## src/rtl/core/consensus_alert_fsm_defines.svh

```systemverilog
// ----------------------------------------------------------------------------
// consensus_alert_fsm_defines
// assertion macros shared by the alarm qualifier rtl
// ----------------------------------------------------------------------------
`ifndef CONSENSUS_ALERT_FSM_DEFINES_SVH
`define CONSENSUS_ALERT_FSM_DEFINES_SVH

// checked on every rising edge outside reset
`define CAFSM_ASSERT(label, prop, msg) \
  label: assert property (@(posedge clk) disable iff (rst) (prop)) else $error(msg);

// checked on every rising edge, reset included
`define CAFSM_ASSERT_ALWAYS(label, prop, msg) \
  label: assert property (@(posedge clk) (prop)) else $error(msg);

`endif

```

## src/rtl/core/cafsm_pkg.sv

```systemverilog
// ----------------------------------------------------------------------------
// cafsm_pkg
// types and constants of the consensus alarm qualifier
// ----------------------------------------------------------------------------
package cafsm_pkg;

  localparam int ADDR_BITS = 4;
  localparam int DATA_BITS = 32;
  localparam int COUNT_BITS = 16;
  localparam int PERMILLE_BITS = 10;

  // mode codes
  localparam logic [1:0] MODE_IDLE    = 2'd0;
  localparam logic [1:0] MODE_PENDING = 2'd1;
  localparam logic [1:0] MODE_ALERT   = 2'd2;

  // register indexes (word address)
  localparam logic [1:0] REG_TIMEOUT   = 2'd0;
  localparam logic [1:0] REG_HOLD      = 2'd1;
  localparam logic [1:0] REG_THRESHOLD = 2'd2;

  localparam logic [COUNT_BITS-1:0]    TIMEOUT_RESET   = 16'd5;
  localparam logic [COUNT_BITS-1:0]    HOLD_RESET      = 16'd60;
  localparam logic [PERMILLE_BITS-1:0] THRESHOLD_RESET = 10'd600;
  localparam logic [PERMILLE_BITS-1:0] VOTE_SCALE      = 10'd1000;

  typedef struct packed {
    logic [COUNT_BITS-1:0]    timeout;
    logic [COUNT_BITS-1:0]    hold;
    logic [PERMILLE_BITS-1:0] threshold;
  } cfg_t;

  typedef struct packed {
    logic [1:0] mode;
    logic       send;
    logic       flag;
    logic       voted;
    logic       pulse;
  } step_res_t;

endpackage

```

## src/rtl/core/cafsm_cfg.sv

```systemverilog
// ----------------------------------------------------------------------------
// cafsm_cfg
// apb register file: consensus timeout, alert hold and vote threshold
// ----------------------------------------------------------------------------
module cafsm_cfg (
  input  logic                            clk,
  input  logic                            rst,
  input  logic                            psel,
  input  logic                            penable,
  input  logic                            pwrite,
  input  logic [cafsm_pkg::ADDR_BITS-1:0] paddr,
  input  logic [cafsm_pkg::DATA_BITS-1:0] pwdata,
  output logic [cafsm_pkg::DATA_BITS-1:0] prdata,
  output logic                            pready,
  output cafsm_pkg::cfg_t                 cfg
);

  logic       wr_en;
  logic [1:0] reg_idx;

  assign pready  = 1'b1;
  assign reg_idx = paddr[3:2];
  assign wr_en   = psel && penable && pwrite && pready;

  always_ff @(posedge clk) begin
    if (rst) begin
      cfg.timeout   <= cafsm_pkg::TIMEOUT_RESET;
      cfg.hold      <= cafsm_pkg::HOLD_RESET;
      cfg.threshold <= cafsm_pkg::THRESHOLD_RESET;
    end else if (wr_en) begin
      unique case (reg_idx)
        cafsm_pkg::REG_TIMEOUT:   cfg.timeout   <= pwdata[cafsm_pkg::COUNT_BITS-1:0];
        cafsm_pkg::REG_HOLD:      cfg.hold      <= pwdata[cafsm_pkg::COUNT_BITS-1:0];
        cafsm_pkg::REG_THRESHOLD: cfg.threshold <= pwdata[cafsm_pkg::PERMILLE_BITS-1:0];
        default: ;
      endcase
    end
  end

  always_comb begin
    unique case (reg_idx)
      cafsm_pkg::REG_TIMEOUT:   prdata = cafsm_pkg::DATA_BITS'(cfg.timeout);
      cafsm_pkg::REG_HOLD:      prdata = cafsm_pkg::DATA_BITS'(cfg.hold);
      cafsm_pkg::REG_THRESHOLD: prdata = cafsm_pkg::DATA_BITS'(cfg.threshold);
      default:                  prdata = '0;
    endcase
  end

endmodule

```

## src/rtl/core/cafsm_step.sv

```systemverilog
// ----------------------------------------------------------------------------
// cafsm_step
// transition logic for one status word: tick count, vote and next mode
// ----------------------------------------------------------------------------
module cafsm_step #(
  parameter int PEER_COUNT_BITS = 8
) (
  input  cafsm_pkg::cfg_t                  cfg,
  input  logic [1:0]                       mode_cur,
  input  logic [cafsm_pkg::COUNT_BITS-1:0] count_cur,
  input  logic                             local_hit,
  input  logic                             tick,
  input  logic [PEER_COUNT_BITS-1:0]       active_peers,
  input  logic [PEER_COUNT_BITS-1:0]       detecting_peers,
  output logic [1:0]                       mode_next,
  output logic [cafsm_pkg::COUNT_BITS-1:0] count_next,
  output cafsm_pkg::step_res_t             res
);

  localparam int TOTAL_W = PEER_COUNT_BITS + 1;
  localparam int PROD_W  = TOTAL_W + cafsm_pkg::PERMILLE_BITS;

  logic [TOTAL_W-1:0] total;
  logic [TOTAL_W-1:0] yes;
  logic [PROD_W-1:0]  lhs;
  logic [PROD_W-1:0]  rhs;
  logic               vote_pass;
  logic [1:0]         mode_in;
  logic [cafsm_pkg::COUNT_BITS-1:0] count_tick;

  // self is counted on both sides
  assign total = TOTAL_W'(active_peers) + TOTAL_W'(1);
  assign yes   = TOTAL_W'(detecting_peers) + TOTAL_W'(1);
  assign lhs   = PROD_W'(yes) * PROD_W'(cafsm_pkg::VOTE_SCALE);
  assign rhs   = PROD_W'(cfg.threshold) * PROD_W'(total);
  assign vote_pass = (lhs >= rhs);

  // the unused code falls back to idle
  assign mode_in = (mode_cur == cafsm_pkg::MODE_PENDING ||
                    mode_cur == cafsm_pkg::MODE_ALERT) ? mode_cur : cafsm_pkg::MODE_IDLE;
  assign count_tick = (tick && count_cur != '1) ?
                      count_cur + cafsm_pkg::COUNT_BITS'(1) : count_cur;

  always_comb begin
    mode_next  = mode_in;
    count_next = count_tick;
    res        = '0;
    if (local_hit) begin
      if (mode_next == cafsm_pkg::MODE_IDLE) begin
        mode_next  = cafsm_pkg::MODE_PENDING;
        count_next = '0;
        res.send   = 1'b1;
        res.flag   = 1'b1;
      end
      // a zero timeout votes in the same word that enters pending
      if (mode_next == cafsm_pkg::MODE_PENDING && count_next >= cfg.timeout) begin
        res.voted  = 1'b1;
        count_next = '0;
        if (vote_pass) begin
          mode_next = cafsm_pkg::MODE_ALERT;
          res.pulse = 1'b1;
        end else begin
          mode_next = cafsm_pkg::MODE_IDLE;
        end
      end
    end else begin
      if (mode_next == cafsm_pkg::MODE_ALERT) begin
        if (count_next >= cfg.hold) begin
          mode_next  = cafsm_pkg::MODE_IDLE;
          count_next = '0;
          res.send   = 1'b1;
        end
      end else if (mode_next == cafsm_pkg::MODE_PENDING) begin
        mode_next  = cafsm_pkg::MODE_IDLE;
        count_next = '0;
        res.send   = 1'b1;
      end
    end
    res.mode = mode_next;
  end

endmodule

```

## src/rtl/core/consensus_alert_fsm.sv

```systemverilog
// ----------------------------------------------------------------------------
// consensus_alert_fsm
// three-mode alarm qualifier (idle, pending, alert) with peer consensus vote
//
//   channel  handshake            payload
//   -------  -------------------  ------------------------------------------
//   in       in_valid / in_stall  sensor_hit vision_hit active_peers
//                                 detecting_peers second_tick
//   out      out_valid/out_stall  mode send_broadcast broadcast_flag
//                                 vote_done alarm_pulse
//   cfg      apb (psel/penable)   timeout, hold, threshold registers
//
// one word per cycle while the result register is not stalled; a word passes
// the input register, then the transition logic into the result register and mode/count state
// the mode and seconds count update in the same cycle as the result
// register, so the next word always sees the state left by this one
// out_stall holds the result register; in_stall rises only once the input
// register is also full, so one word can wait behind a stalled result
// synchronous reset returns idle, a zero count and the register defaults
// ----------------------------------------------------------------------------
`include "consensus_alert_fsm_defines.svh"

module consensus_alert_fsm #(
  parameter int PEER_COUNT_BITS = 8
) (
  input  logic                            clk,
  input  logic                            rst,
  input  logic                            psel,
  input  logic                            penable,
  input  logic                            pwrite,
  input  logic [cafsm_pkg::ADDR_BITS-1:0] paddr,
  input  logic [cafsm_pkg::DATA_BITS-1:0] pwdata,
  output logic [cafsm_pkg::DATA_BITS-1:0] prdata,
  output logic                            pready,
  input  logic                            in_valid,
  output logic                            in_stall,
  input  logic                            sensor_hit,
  input  logic                            vision_hit,
  input  logic [PEER_COUNT_BITS-1:0]      active_peers,
  input  logic [PEER_COUNT_BITS-1:0]      detecting_peers,
  input  logic                            second_tick,
  output logic                            out_valid,
  input  logic                            out_stall,
  output logic [1:0]                      mode,
  output logic                            send_broadcast,
  output logic                            broadcast_flag,
  output logic                            vote_done,
  output logic                            alarm_pulse
);

  cafsm_pkg::cfg_t      cfg;
  cafsm_pkg::step_res_t res;

  logic                       s1_valid;
  logic                       s1_local;
  logic                       s1_tick;
  logic [PEER_COUNT_BITS-1:0] s1_active;
  logic [PEER_COUNT_BITS-1:0] s1_detecting;

  logic [1:0]                       mode_reg;
  logic [1:0]                       mode_next;
  logic [cafsm_pkg::COUNT_BITS-1:0] seconds_count;
  logic [cafsm_pkg::COUNT_BITS-1:0] seconds_count_next;

  logic out_free;
  logic s1_fire;

  assign out_free = !out_valid || !out_stall;
  assign s1_fire  = s1_valid && out_free;
  assign in_stall = s1_valid && !out_free;

  cafsm_cfg u_cfg (
    .clk     (clk),
    .rst     (rst),
    .psel    (psel),
    .penable (penable),
    .pwrite  (pwrite),
    .paddr   (paddr),
    .pwdata  (pwdata),
    .prdata  (prdata),
    .pready  (pready),
    .cfg     (cfg)
  );

  cafsm_step #(
    .PEER_COUNT_BITS (PEER_COUNT_BITS)
  ) u_step (
    .cfg             (cfg),
    .mode_cur        (mode_reg),
    .count_cur       (seconds_count),
    .local_hit       (s1_local),
    .tick            (s1_tick),
    .active_peers    (s1_active),
    .detecting_peers (s1_detecting),
    .mode_next       (mode_next),
    .count_next      (seconds_count_next),
    .res             (res)
  );

  // input register
  always_ff @(posedge clk) begin
    if (rst) begin
      s1_valid <= 1'b0;
    end else if (!in_stall) begin
      s1_valid <= in_valid;
    end
  end

  always_ff @(posedge clk) begin
    if (in_valid && !in_stall) begin
      s1_local     <= sensor_hit || vision_hit;
      s1_tick      <= second_tick;
      s1_active    <= active_peers;
      s1_detecting <= detecting_peers;
    end
  end

  // mode and seconds state
  always_ff @(posedge clk) begin
    if (rst) begin
      mode_reg      <= cafsm_pkg::MODE_IDLE;
      seconds_count <= '0;
    end else if (s1_fire) begin
      mode_reg      <= mode_next;
      seconds_count <= seconds_count_next;
    end
  end

  // result register
  always_ff @(posedge clk) begin
    if (rst) begin
      out_valid <= 1'b0;
    end else if (out_free) begin
      out_valid <= s1_valid;
    end
  end

  always_ff @(posedge clk) begin
    if (s1_fire) begin
      mode           <= res.mode;
      send_broadcast <= res.send;
      broadcast_flag <= res.flag;
      vote_done      <= res.voted;
      alarm_pulse    <= res.pulse;
    end
  end

  `CAFSM_ASSERT(a_pulse_enters_alert,
    out_valid && alarm_pulse |-> vote_done && mode == cafsm_pkg::MODE_ALERT,
    "alarm pulse without a passed vote")
  `CAFSM_ASSERT(a_word_reaches_output, s1_fire |=> out_valid,
    "accepted word did not reach the result register")
  `CAFSM_ASSERT(a_count_cleared_on_entry, s1_fire && mode_next != mode_reg |=> seconds_count == '0,
    "seconds count not cleared on mode entry")
  `CAFSM_ASSERT_ALWAYS(a_stall_only_when_full, in_stall |-> s1_valid,
    "input stalled with an empty input register")

endmodule
```

## config.mk

```make
export PLATFORM = sky130hd
export DESIGN_NAME = consensus_alert_fsm
export DESIGN_NICKNAME = d
export VERILOG_FILES = /design/src/rtl/core/cafsm_pkg.sv /design/src/rtl/core/cafsm_cfg.sv /design/src/rtl/core/cafsm_step.sv /design/src/rtl/core/consensus_alert_fsm.sv
export VERILOG_INCLUDE_DIRS = /design/src /design/src/rtl/core
export SDC_FILE = /design/constraint.sdc
export NUM_CORES = 1
export LEC_CHECK = 0
export BUFFER_PORTS_ARGS = -buffer_cell sky130_fd_sc_hd__buf_4
export CAP_MARGIN = 20
export CORE_ASPECT_RATIO = 0.9
export CORE_UTILIZATION = 35
export CTS_CLUSTER_DIAMETER = 120
export DETAILED_ROUTE_END_ITERATION = 8
export GPL_TIMING_DRIVEN = 0
export MAX_ROUTING_LAYER = met4
export PLACE_DENSITY_LB_ADDON = 0.08
export SETUP_SLACK_MARGIN = 0.05
export SKIP_LAST_GASP = 1
export SLEW_MARGIN = 20
export SYNTH_ARGS = -nofsm -noshare
export SYNTH_HDL_FRONTEND = slang
export SYNTH_SLANG_ARGS = --single-unit
```

## constraint.sdc

```tcl
create_clock -name clk -period 7.4 [get_ports clk]
set_input_delay 0.74 -clock clk [delete_from_list [all_inputs] [get_ports clk]]
set_output_delay 0.74 -clock clk [all_outputs]
set_load 0.005 [all_outputs]
```

==> flow_metrics.env <==
export IMPL_cp_start_kind="flip-flop"
export IMPL_grtUsageMet3_pct=2.378
export IMPL_timing_final_crit_share_pct=94.49
export IMPL_top_registers="u_cfg.cfg x42, seconds_count x16"
export IMPL_rows=57
export IMPL_groute_usage_overall_pct=19.15
export IMPL_synth_async_reset_ratio_pct=0
export IMPL_synth_enable_flop_cells=24
export IMPL_sequential_cell_area_fraction_in_the_yosys_report_pct=19.88
export IMPL_post_place_ws_ps=-384.0
export IMPL_final_period_minus_worst_setup_slack_ps=6992
export IMPL_io_buffers=66
export IMPL_drv_slew=0
export IMPL_chipWidth_um=179.0
export IMPL_outcome="finished, final reports clean"
export IMPL_root_buffer="sky130_fd_sc_hd__clkbuf_16"
export IMPL_power_static_leakage_uw=0.005331
export IMPL_registers_top_by_ff_count="u_cfg.cfg"
export IMPL_finalHoldWorstSlack_ps=470.4
export IMPL_arrival_ps=7100
export IMPL_critPathCaptureType="flip-flop"
export IMPL_coreArea_sq_um=27310
export IMPL_n_antenna_cell=0
export IMPL_grt_antenna_before_repair=0
export IMPL_wl_per_cell_um=16.27
export IMPL_drcViolationCount=0
export IMPL_post_dp_cell_area_sq_um=10880
export IMPL_drtAntennaViolNets=0
export IMPL_number_of_warnings_reported_in_the_yosys_synthesis_log=0
export IMPL_timing_final_ws_setup_ps=407.7
export IMPL_layout_filler_cells=2801
export IMPL_setup_viol=0
export IMPL_post_drt_via_cell_ratio=4.914
export IMPL_first_global_vias=7601
export IMPL_globalRouteMet2Util_pct=25.68
export IMPL_detail_route_first_pass_iterations=5
export IMPL_number_of_sinks_handled_by_clock_tree_synthesis=86
export IMPL_global_route_wire_length_before_repair_um=41540
export IMPL_clock_fmax_mhz=143.0
export IMPL_grt_overflow=0
export IMPL_p_per_area_nw_per_um2=225.9
export IMPL_die_area_sq_um=28870
export IMPL_detailroute_via_count=7882
export IMPL_die_height_um=161.3
export IMPL_post_route_cells_drive_above_1_share_pct=12.48
export IMPL_measured_slew_at_the_worst_slew_check_pin_ps=1034
export IMPL_layout_nets=1519
export IMPL_timing_critical_path_required_ps=7500
export IMPL_starting_utilization_of_the_core_area_pct=36.13
export IMPL_gp_weighted_congestion=0.8105
export IMPL_worstPathMaxFanout=7
export IMPL_wirelength_um=26100
export IMPL_total_power_uw=2588
export IMPL_clkSlewWorstSetupHoldPaths_ps=70
export IMPL_syn2layout_area_growth_pct=16.12
export IMPL_rsz0062_at_grt="no"
export IMPL_synth_top_flop_cell="sky130_fd_sc_hd__dfxtp_1"
export IMPL_maximum_number_of_pins_on_one_net_before_global_route_repair=17
export IMPL_peak_supply_drop_uv=169.1
export IMPL_syn_inst=1142
export IMPL_clockBufferDepth=2
export IMPL_max_cap_viol_count=0
export IMPL_synth_seq_cells=86
export IMPL_post_synth_cell_area_avg_sq_um=8.641
export IMPL_dp_hpwl_um=21220
export IMPL_final_area_sq_um=11460
export IMPL_cts_max_level=3
export IMPL_grt_busiest_layer="met1"
export IMPL_global_route_met1_usage_pct=30.58
export IMPL_cts_made_buffers=9
export IMPL_timing_clock_skew_ps=9.642
export IMPL_worstSetupPathType="reg2reg"
export IMPL_cts_tree="built"
export IMPL_timing_hold_violations_final=0
export IMPL_ys_types=64
export IMPL_largest_register_ff_count=42
export IMPL_netlist_area_sq_um=9868
export IMPL_ios=103
export IMPL_drt_iter0_markers=413
export IMPL_timing_max_slew_rel_slack_pct=30.51
export IMPL_clock_latency_ps=350
export IMPL_type_of_the_most_critical_hold_path="reg2reg"
==> cell type report <==
cell class | instances | area (sq um) | area share, %
multi-input cells | 861 | 7298 | 63.69
flip-flops and latches | 86 | 1962 | 17.12
repair buffers | 78 | 611.8 | 5.340
inverters | 150 | 563.0 | 4.914
well taps | 354 | 442.9 | 3.865
plain buffers | 59 | 297.8 | 2.599
clock buffers | 9 | 225.2 | 1.965
clock inverters | 7 | 57.56 | 0.5023
==> metrics by stage <==
stage | utilization (%) | TNS, ps | std cells
floorplan | - | 0 | 1157
global placement | 39.77 | -616.4 | 1577
detailed placement | 39.82 | -690.3 | 1578
CTS | 41.25 | 0 | 1594
global route | 41.95 | 0 | 1604
finish | 41.95 | 0 | 1604
==> per-layer routing <==
layer  vias up  wire length [um]
met5         -                 0
met4         0               184
met3        11              1129
met2       159             10200
met1      3754             14580
li1       3958                 -
==> final timing paths <==
kind	startpoint	to	slack [ps]	cells past startpoint
worst max-delay path	s1_active[0]	mode[1]	410	24
worst min-delay path	u_cfg.cfg[21]	u_cfg.cfg[21]	470	2
worst max register to register	s1_active[0]	mode[1]	410	24
worst min register to register	u_cfg.cfg[21]	u_cfg.cfg[21]	470	2
==> cells in the final DEF (no fill, tap or decap), types with 35 or more instances in the layout <==
cell	synthesis	routed
sky130_fd_sc_hd__inv_1	149	149
sky130_fd_sc_hd__nand2_1	136	136
sky130_fd_sc_hd__ha_1	130	129
sky130_fd_sc_hd__buf_4	17	91
sky130_fd_sc_hd__fa_1	82	82
sky130_fd_sc_hd__a21oi_1	70	70
sky130_fd_sc_hd__dfxtp_1	62	62
sky130_fd_sc_hd__nor2b_1	53	52
sky130_fd_sc_hd__nor2_1	52	50
sky130_fd_sc_hd__clkbuf_1	38	35
==> cell families after synthesis <==
kind of cell / synth area share, %
AO/OA/AOI/OAI: 10.99
AND/OR/NAND/NOR: 20.59
adder cells (fa/ha/maj): 33.12
other: 0.07610
flip-flops: 19.88
multiplexers: 1.940
XOR/XNOR: 4.615
buffers and inverters: 8.787
==> what timing repair did <==
| item | CTS | global route |
|---|---|---|
| cloned | 0 | 1 |
| setup buffers | 2 | 9 |
| endpoints found under the hold margin | 0 | 0 |
| resized for setup | 14 | 15 |
| hold buffers | 0 | 0 |
| setup endpoints to repair | 3 | 3 |
| pin swaps | 1 | 3 |
==> power breakdown <==
group	switching [uW]	internal, uW	total (uW)
clock network	215	232	448
registers	13.6	498	511
logic	893	736	1630
==> cell usage after synthesis (all sizes together), types with 18 or more instances <==
cell    count  area share [%]
nor2       52             2.0
ha        130              16
mux2i      18             1.8
fa         82              17
and2       21             1.3
edfxtp     24             7.3
nor2b      53             3.4
clkbuf     39             1.5
nand3      36             1.8
xor2       29             2.6
dfxtp      62              13
xnor2      23             2.0
buf        22             1.6
nand2b     29             1.9
o21ai      25             1.3
inv       149             5.7
nand2     137             5.3
a21oi      70             3.6
==> worst max-delay path, cell delays in order (launching register included) <==
cell and delay (ps):
sky130_fd_sc_hd__edfxtp_1 430, sky130_fd_sc_hd__ha_2 280, sky130_fd_sc_hd__nand3_2 160, sky130_fd_sc_hd__nor2_4 220, sky130_fd_sc_hd__xor2_4 280, sky130_fd_sc_hd__and2_1 190
sky130_fd_sc_hd__fa_1 440, sky130_fd_sc_hd__fa_1 530, sky130_fd_sc_hd__fa_1 550, sky130_fd_sc_hd__inv_1 50, sky130_fd_sc_hd__fa_1 520, sky130_fd_sc_hd__inv_1 40
sky130_fd_sc_hd__ha_1 350, sky130_fd_sc_hd__and3_1 230, sky130_fd_sc_hd__a211o_1 320, sky130_fd_sc_hd__a31o_2 250, sky130_fd_sc_hd__a21oi_1 170, sky130_fd_sc_hd__xor2_1 180
sky130_fd_sc_hd__ha_1 270, sky130_fd_sc_hd__a211oi_2 270, sky130_fd_sc_hd__nand3b_1 110, sky130_fd_sc_hd__a31oi_1 230, sky130_fd_sc_hd__a221o_1 250, sky130_fd_sc_hd__nor4_1 100
sky130_fd_sc_hd__or2_2 300
(Power assumes the default switching activity.)
